File: config.mk
export PLATFORM = sky130hd
export DESIGN_NAME = fls_front
export DESIGN_NICKNAME = d
export VERILOG_FILES = /design/src/design/fls_pkg.sv /design/src/design/fls_front.sv
export VERILOG_INCLUDE_DIRS = /design/src /design/src/design
export SDC_FILE = /design/constraint.sdc
export NUM_CORES = 1
export LEC_CHECK = 0
export ABC_CLOCK_PERIOD_IN_PS = 4200
export BUFFER_PORTS_ARGS = -buffer_cell sky130_fd_sc_hd__buf_2
export CORE_MARGIN = 2
export CORE_UTILIZATION = 50
export DETAILED_ROUTE_END_ITERATION = 8
export MAX_ROUTING_LAYER = met4
export PLACE_DENSITY_LB_ADDON = 0.2
export SYNTH_ARGS = -nofsm -noshare
export SYNTH_HDL_FRONTEND = slang
export SYNTH_SLANG_ARGS = --single-unit
File: constraint.sdc
create_clock -name clock -period 4.2 [get_ports clock]
set_input_delay 0.42 -clock clock [delete_from_list [all_inputs] [get_ports clock]]
set_output_delay 0.42 -clock clock [all_outputs]
set_load 0.005 [all_outputs]
File: src/design/flow_latency_stats_table_macros.svh
// ----------------------------------------------------------------------------
// Flow latency statistics table: assertion macros
// Shared concurrent assertion helpers. They compile to nothing in synthesis.
// ----------------------------------------------------------------------------
`ifndef FLOW_LATENCY_STATS_TABLE_MACROS_SVH
`define FLOW_LATENCY_STATS_TABLE_MACROS_SVH

`ifndef SYNTHESIS

// Same-cycle implication check.
`define FLS_ASSERT_IMP(label, clk, rst, ante, cons) \
   label: assert property (@(posedge clk) disable iff (rst) (ante) |-> (cons)) \
      else $error("fls: same-cycle check failed");

// Next-cycle implication check.
`define FLS_ASSERT_NEXT(label, clk, rst, ante, cons) \
   label: assert property (@(posedge clk) disable iff (rst) (ante) |=> (cons)) \
      else $error("fls: next-cycle check failed");

`else

`define FLS_ASSERT_IMP(label, clk, rst, ante, cons)
`define FLS_ASSERT_NEXT(label, clk, rst, ante, cons)

`endif

`endif

File: src/design/fls_pkg.sv
// ----------------------------------------------------------------------------
// Flow latency statistics table: package
// Command codes, entry layout and the queued command format.
// ----------------------------------------------------------------------------
package fls_pkg;

   // Widths fixed by the transaction format.
   localparam int CMD_W     = 2;
   localparam int INDEX_W   = 8;
   localparam int INDEX_SPAN = 2 ** INDEX_W;
   localparam int STAT_W    = 64;

   // Request command codes.
   localparam logic [CMD_W-1:0] CMD_REC_RX = 2'd0;
   localparam logic [CMD_W-1:0] CMD_REC_TX = 2'd1;
   localparam logic [CMD_W-1:0] CMD_READ   = 2'd2;
   localparam logic [CMD_W-1:0] CMD_CLEAR  = 2'd3;

   localparam logic [STAT_W-1:0] U64_MAX = '1;

   // Operation after classification by the front end.
   typedef enum logic [1:0] {
      OP_READ  = 2'd0,
      OP_RX    = 2'd1,
      OP_TX    = 2'd2,
      OP_CLEAR = 2'd3
   } op_type;

   // Statistics of one direction.
   typedef struct packed {
      logic [STAT_W-1:0] total;
      logic [STAT_W-1:0] count;
      logic [STAT_W-1:0] min;
      logic [STAT_W-1:0] max;
   } dir_type;

   // One table entry.
   typedef struct packed {
      dir_type rx;
      dir_type tx;
   } stats_type;

   // Command as it travels from the front end to the back end.
   typedef struct packed {
      op_type             op;
      logic               oob;
      logic [INDEX_W-1:0] index;
      logic [STAT_W-1:0]  delta;
   } cmd_type;

   // One result transaction.
   typedef struct packed {
      stats_type stats;
      logic      taken;
      logic      wrapped;
   } result_type;

   localparam dir_type   DIR_RESET   = '{total: '0, count: '0, min: U64_MAX, max: '0};
   localparam stats_type ENTRY_RESET = '{rx: DIR_RESET, tx: DIR_RESET};

endpackage

File: src/design/fls_front.sv
// ----------------------------------------------------------------------------
// Flow latency statistics table: front end
// Accepts request transactions, classifies them and holds them in a short
// queue until the back end takes them.
// ----------------------------------------------------------------------------
`include "flow_latency_stats_table_macros.svh"

module fls_front #(
   parameter int FLOW_COUNT = 256
) (
   input  logic                          clock,
   input  logic                          reset,
   input  logic                          req_valid,
   output logic                          req_stall,
   input  logic [fls_pkg::CMD_W-1:0]     req_cmd,
   input  logic [fls_pkg::INDEX_W-1:0]   req_flow_index,
   input  logic [fls_pkg::STAT_W-1:0]    req_start_time,
   input  logic [fls_pkg::STAT_W-1:0]    req_end_time,
   output logic                          head_valid,
   output fls_pkg::cmd_type              head,
   input  logic                          head_pop
);

   import fls_pkg::*;

   localparam int QDEPTH = 2;
   localparam int PTR_W  = $clog2(QDEPTH);
   localparam int CNT_W  = $clog2(QDEPTH + 1);
   localparam logic [16:0] FLOW_LIMIT = 17'(FLOW_COUNT);

   cmd_type          cls;
   cmd_type          slot_ff [QDEPTH];
   logic [PTR_W-1:0] wr_ptr_ff, wr_ptr_in;
   logic [PTR_W-1:0] rd_ptr_ff, rd_ptr_in;
   logic [CNT_W-1:0] cnt_ff, cnt_in;
   logic             push;

   // Classify the request: sample delay, range check and operation.
   always_comb begin
      cls.index = req_flow_index;
      cls.delta = req_end_time - req_start_time;
      cls.oob   = ({{(17 - INDEX_W){1'b0}}, req_flow_index} >= FLOW_LIMIT);
      case (req_cmd)
         CMD_REC_RX: cls.op = (req_start_time != '0) ? OP_RX : OP_READ;
         CMD_REC_TX: cls.op = (req_start_time != '0) ? OP_TX : OP_READ;
         CMD_READ:   cls.op = OP_READ;
         CMD_CLEAR:  cls.op = OP_CLEAR;
         default:    cls.op = OP_READ;
      endcase
   end

   // Queue control.
   assign req_stall = (cnt_ff == CNT_W'(QDEPTH));
   assign push      = req_valid && !req_stall;

   always_comb begin
      wr_ptr_in = push ? wr_ptr_ff + 1'b1 : wr_ptr_ff;
      rd_ptr_in = head_pop ? rd_ptr_ff + 1'b1 : rd_ptr_ff;
      cnt_in    = cnt_ff;
      if (push && !head_pop) begin
         cnt_in = cnt_ff + 1'b1;
      end else if (!push && head_pop) begin
         cnt_in = cnt_ff - 1'b1;
      end
   end

   always_ff @(posedge clock) begin
      if (reset) begin
         wr_ptr_ff <= '0;
         rd_ptr_ff <= '0;
         cnt_ff    <= '0;
      end else begin
         wr_ptr_ff <= wr_ptr_in;
         rd_ptr_ff <= rd_ptr_in;
         cnt_ff    <= cnt_in;
      end
   end

   // Queue storage.
   always_ff @(posedge clock) begin
      if (push) begin
         slot_ff[wr_ptr_ff] <= cls;
      end
   end

   assign head_valid = (cnt_ff != '0);
   assign head       = slot_ff[rd_ptr_ff];

   // The back end only takes a command that is there.
   `FLS_ASSERT_IMP(a_pop_not_empty, clock, reset, head_pop, cnt_ff != '0)

endmodule

Yosys cells after proc, flatten, opt, wreduce, memory -nomap -nowiden. Memory sizes are Yosys's and may differ from the RTL's. A register that Yosys moved wholly into a read port is not among the register bits. Index checks and enable logic that the tools add are counted. Widths: inputs -> output; s select.

Add/subtract/negate cells: 5. Equal/unequal tests: 4. Mux-type cells: 9. Reductions and logical operators: 10.

Operators with widths (count): $reduce_bool 64->1 (1); $sub 64x64->64 (1); $pmux 2 s4 (1); $eq 2x2->1 const B (3); $mux 2 (3); $mux 1 (5); $reduce_bool 2->1 (2); $logic_and 1x1->1 (3); $logic_not 1->1 (3); $add 1x1->1 const B (2); $add 2x1->2 const B (1); $eq 2x1->1 const B (1); $logic_not 2->1 (1); $sub 2x1->2 const B (1).

Register bits: 4. RAM bits: 148. Output and inout port bits: 77. Word-level logic and storage cells: 32. Memories kept: 1.

Memory list: slot_ff (words 2, bits a word 74, read ports 1, clocked after Yosys merged registers in 1, write ports 1, line fls_front.sv:32) `cmd_type slot_ff [QDEPTH];`.

Longest topological paths before layout.
Depth in word-level cells: 7. Gate-level depth with buffers: 12.

Worst setup path after synthesis. No wires, ideal clock.

Path type: reg2reg. Start point: register cnt_ff[0]. End point: memory slot_ff[0][0] (netlist name), enable pin. Library setup time: 507 ps. Data arrival time: 3693 ps. Required time: 3693 ps. Setup slack: 0 ps. Cell stages (with the launch flop): 4. Cells stage by stage: dfxtp_1 nand2b_1 nand2_1 nor2_1.

Word-level cells in the longest chain between the ends: 5.

RTL lines: start: declaration (line fls_front.sv:35) `logic [CNT_W-1:0] cnt_ff, cnt_in;`; start signal: assignment (line fls_front.sv:75) `cnt_ff <= cnt_in;`; $eq 2x2->1 (line fls_front.sv:53) `assign req_stall = (cnt_ff == CNT_W'(QDEPTH));`; $logic_not 1->1 (line fls_front.sv:54) `assign push = req_valid && !req_stall;`; $logic_and 1x1->1 (line fls_front.sv:54); $mux 1 (line fls_front.sv:81) `if (push) begin`; $mux 1 (not written as such) (line fls_front.sv:82) `slot_ff[wr_ptr_ff] <= cls;`; end: declaration (line fls_front.sv:32).

No other way between the ends.

==> impl_metrics.tcl <==
set metrics [dict create \
    synthCells 905 \
    syn2layout_area_growth_pct 19.6 \
    cts_buffers 17 \
    yosys_most_used_dff "edfxtp_1" \
    path_clk_slew_ps 60 \
    grt_usage_pct 25.2 \
    vias 7653 \
    final.period_utilization_pct 71.5 \
    min_period_ps 3000 \
    grt_max_degree 75 \
    syn_area_sq_um 9620 \
    synth_adder_area_share_pct 8.53 \
    cp.arrival_ps 3170 \
    synth_area_leaders "edfxtp_1 (46%), mux2_2 (8.7%), ha_1 (8.3%), a21oi_1 (4.4%), inv_1 (3.2%)" \
    skew_ps 10.5 \
    cellLeakagePower_nw 4.83 \
    layout_commonest_cell "buf_2" \
    antenna_cells 0 \
    wl_per_cell_um 18.3 \
    hpwl_um 19000 \
    worst_hold_path_type "in2reg" \
    yosysTopAreaCell "edfxtp_1" \
    fin_ws_ps 1200 \
    finalHoldViolations 0 \
    synth.area.mux_share_pct 8.77 \
    insertion_delay_ps 420 \
    io_pins 219 \
    vias_per_cell 5.63 \
    nets 1319 \
    synth_area_per_cell_sq_um 10.6 \
    synth-simple-area-share_pct 11.0 \
    async_reset_ff_share_pct 0 \
    dr.pass1.iters 5 \
    antenna_found_initial 0 \
    clock_path_buffers 2 \
    crit_type "in2reg" \
    io_buffers 217 \
    clock-sinks 153 \
    ctsHoldBuffers 0 \
    drc 0 \
    rsz0062_at_grt "no" \
    wirelength_um 24900 \
    slew_headroom_pct 26.6 \
    timing.fmax_mhz 333 \
    critPathMaxFanout 7 \
    syn_nets 1112 \
    die_area_sq_um 20400 \
    yosysSeqAreaShare_pct 47.2 \
    grt_overflow 0 \
    power_density_nw_per_um2 423 \
    cts.htree.levels 4 \
    cts_root_buf "clkbuf_16" \
    initial_core_util_pct 51.2 \
    synth-compound-area-share_pct 13.9 \
    status "finished, final reports clean" \
    crit_path_cell_trace "buf_2 > inv_1 > ha_1 > a21oi_1 > nor2b_1 > a311oi_1 > o31ai_2 > a2111oi_2 > o21bai_1 > a21oi_1 > o21bai_1 > xor2_1" \
    gp_congestion 0.910 \
    fin_tns_setup_ps 0 \
    ys_types 56 \
    design.core.area_sq_um 18800 \
    grt_pass1_wl_um 38100 \
    max_slew.worst_pin.slew_ps 1100 \
    yosysTopAreaCellShare_pct 46.2 \
    ir_drop_uv 282 \
    cts.repair.resized 0 \
    die_y_um 143 \
    yosys_warnings 0 \
    synth_edf_count 148 \
    grt_pass1_vias 7579 \
    mostFrequentLayoutCells "buf_2 (217), edfxtp_1 (148), a21oi_1 (85)" \
    drt_iter0_drc 505 \
    critPathRequiredTime_ps 4370 \
    std_cell_rows 50 \
    ant_nets 0 \
    cts_tree "done" \
    drv_cap 0 \
    ys_ff_latch 153 \
    die_w_um 143 \
    cpMaxStageDelayCell "a2111oi_2" \
    pre_cts_slack_ps 806 \
    finalSetupViolations 0 \
    worst_setup_path_start_kind "input pin" \
    max_stage_delay_ps 540 \
    synth_top_family_by_area "compound AO/OA/AOI/OAI gates" \
    drv_slew 0 \
    endpoint_kind "flop" \
    cts_setup_buffers 0 \
    synth_xor_area_share_pct 5.92 \
    final_layout_size_suffix_gt1_share_pct 30.6 \
]
[where the power goes]
group          internal [mW]  switching, mW  total, mW
logic                  0.539          0.721       1.26
registers               2.00         0.0793       2.08
clock network          0.887          0.644       1.53
total                   3.43           1.44       4.87
[synthesized netlist by cell type, types with 11 or more instances]
master    number
nand4_1       27
xnor2_1       34
xor2_1        31
nor4_1        24
nor3_1        11
nand3_1       13
nor2_1        49
ha_1          64
edfxtp_1     148
a21oi_1       85
nand2_1       61
inv_1         83
o21ai_0       50
a21o_1        17
mux2_2        74
clkbuf_1      27
[path summary, 6_finish.rpt]
| path | startpoint | endpoint | slack, ps | cells after the start |
|---|---|---|---|---|
| max | req_start_time[11] | slot_ff[1][41] | 1200 | 12 |
| max reg2reg | cnt_ff[0] | slot_ff[1][45] | 2110 | 3 |
| min reg2reg | cnt_ff[1] | cnt_ff[1] | 500 | 2 |
| min | req_flow_index[3] | slot_ff[0][67] | 180 | 1 |
[per-stage QoR]
step | util (%) | std cells | hold slack [ps] | cell area, sq um | total power [mW]
2_1_floorplan | - | 905 | 461 | 9620 | 2.90
3_3_place_gp | 58.1 | 1327 | 482 | 10900 | 3.35
3_5_place_dp | 58.1 | 1327 | 500 | 10900 | 3.37
4_1_cts | 61.3 | 1359 | 169 | 11500 | 4.90
5_1_grt | 61.3 | 1359 | 169 | 11500 | 5.10
6_report | 61.3 | 1359 | 182 | 11500 | 4.87
[sequential cells by signal, indices dropped and copies added (netlist names), named ones only]
register   count
slot_ff      148
rd_ptr_ff      1
cnt_ff         2
wr_ptr_ff      1
[per-layer routing]
metal,vias up,part of all wire (%),track usage (%)
li1,3732,-,-
met1,3637,45,33.1
met2,255,47,40.0
met3,29,5.5,3.92
met4,0,1.8,9.07
met5,-,0,-
[area by class of cell]
class | count | area (sq um)
fill | 1624 | 7270
sequential | 153 | 4550
inverter | 83 | 312
multi-input combinational | 636 | 4640
clock buffer | 17 | 425
clock inverter | 15 | 168
tap | 234 | 293
timing repair buffer | 221 | 1120
[kinds of logic (layout without fill, tap and decap cells)]
| kind of cell | count (synthesis) | in the layout |
|---|---|---|
| fa+ha+maj | 65 | 65 |
| simple gates | 217 | 217 |
| compound gates | 213 | 213 |
| flops | 153 | 153 |
| other cells | 1 | 1 |
| buf+inv | 116 | 336 |
| xor+xnor | 65 | 65 |
| mux | 75 | 75 |
[worst max-delay path, delay by kind of cell]
| kind | cells | cell delay [ps] |
|---|---|---|
| AOI/OAI and AO/OA | 7 | 1960 |
| xor gates and xnor gates | 1 | 160 |
| adders and majority gates | 1 | 390 |
| buffers and inverters | 2 | 140 |
| and+or+nand+nor | 1 | 90 |
(Power assumes the default switching activity.)
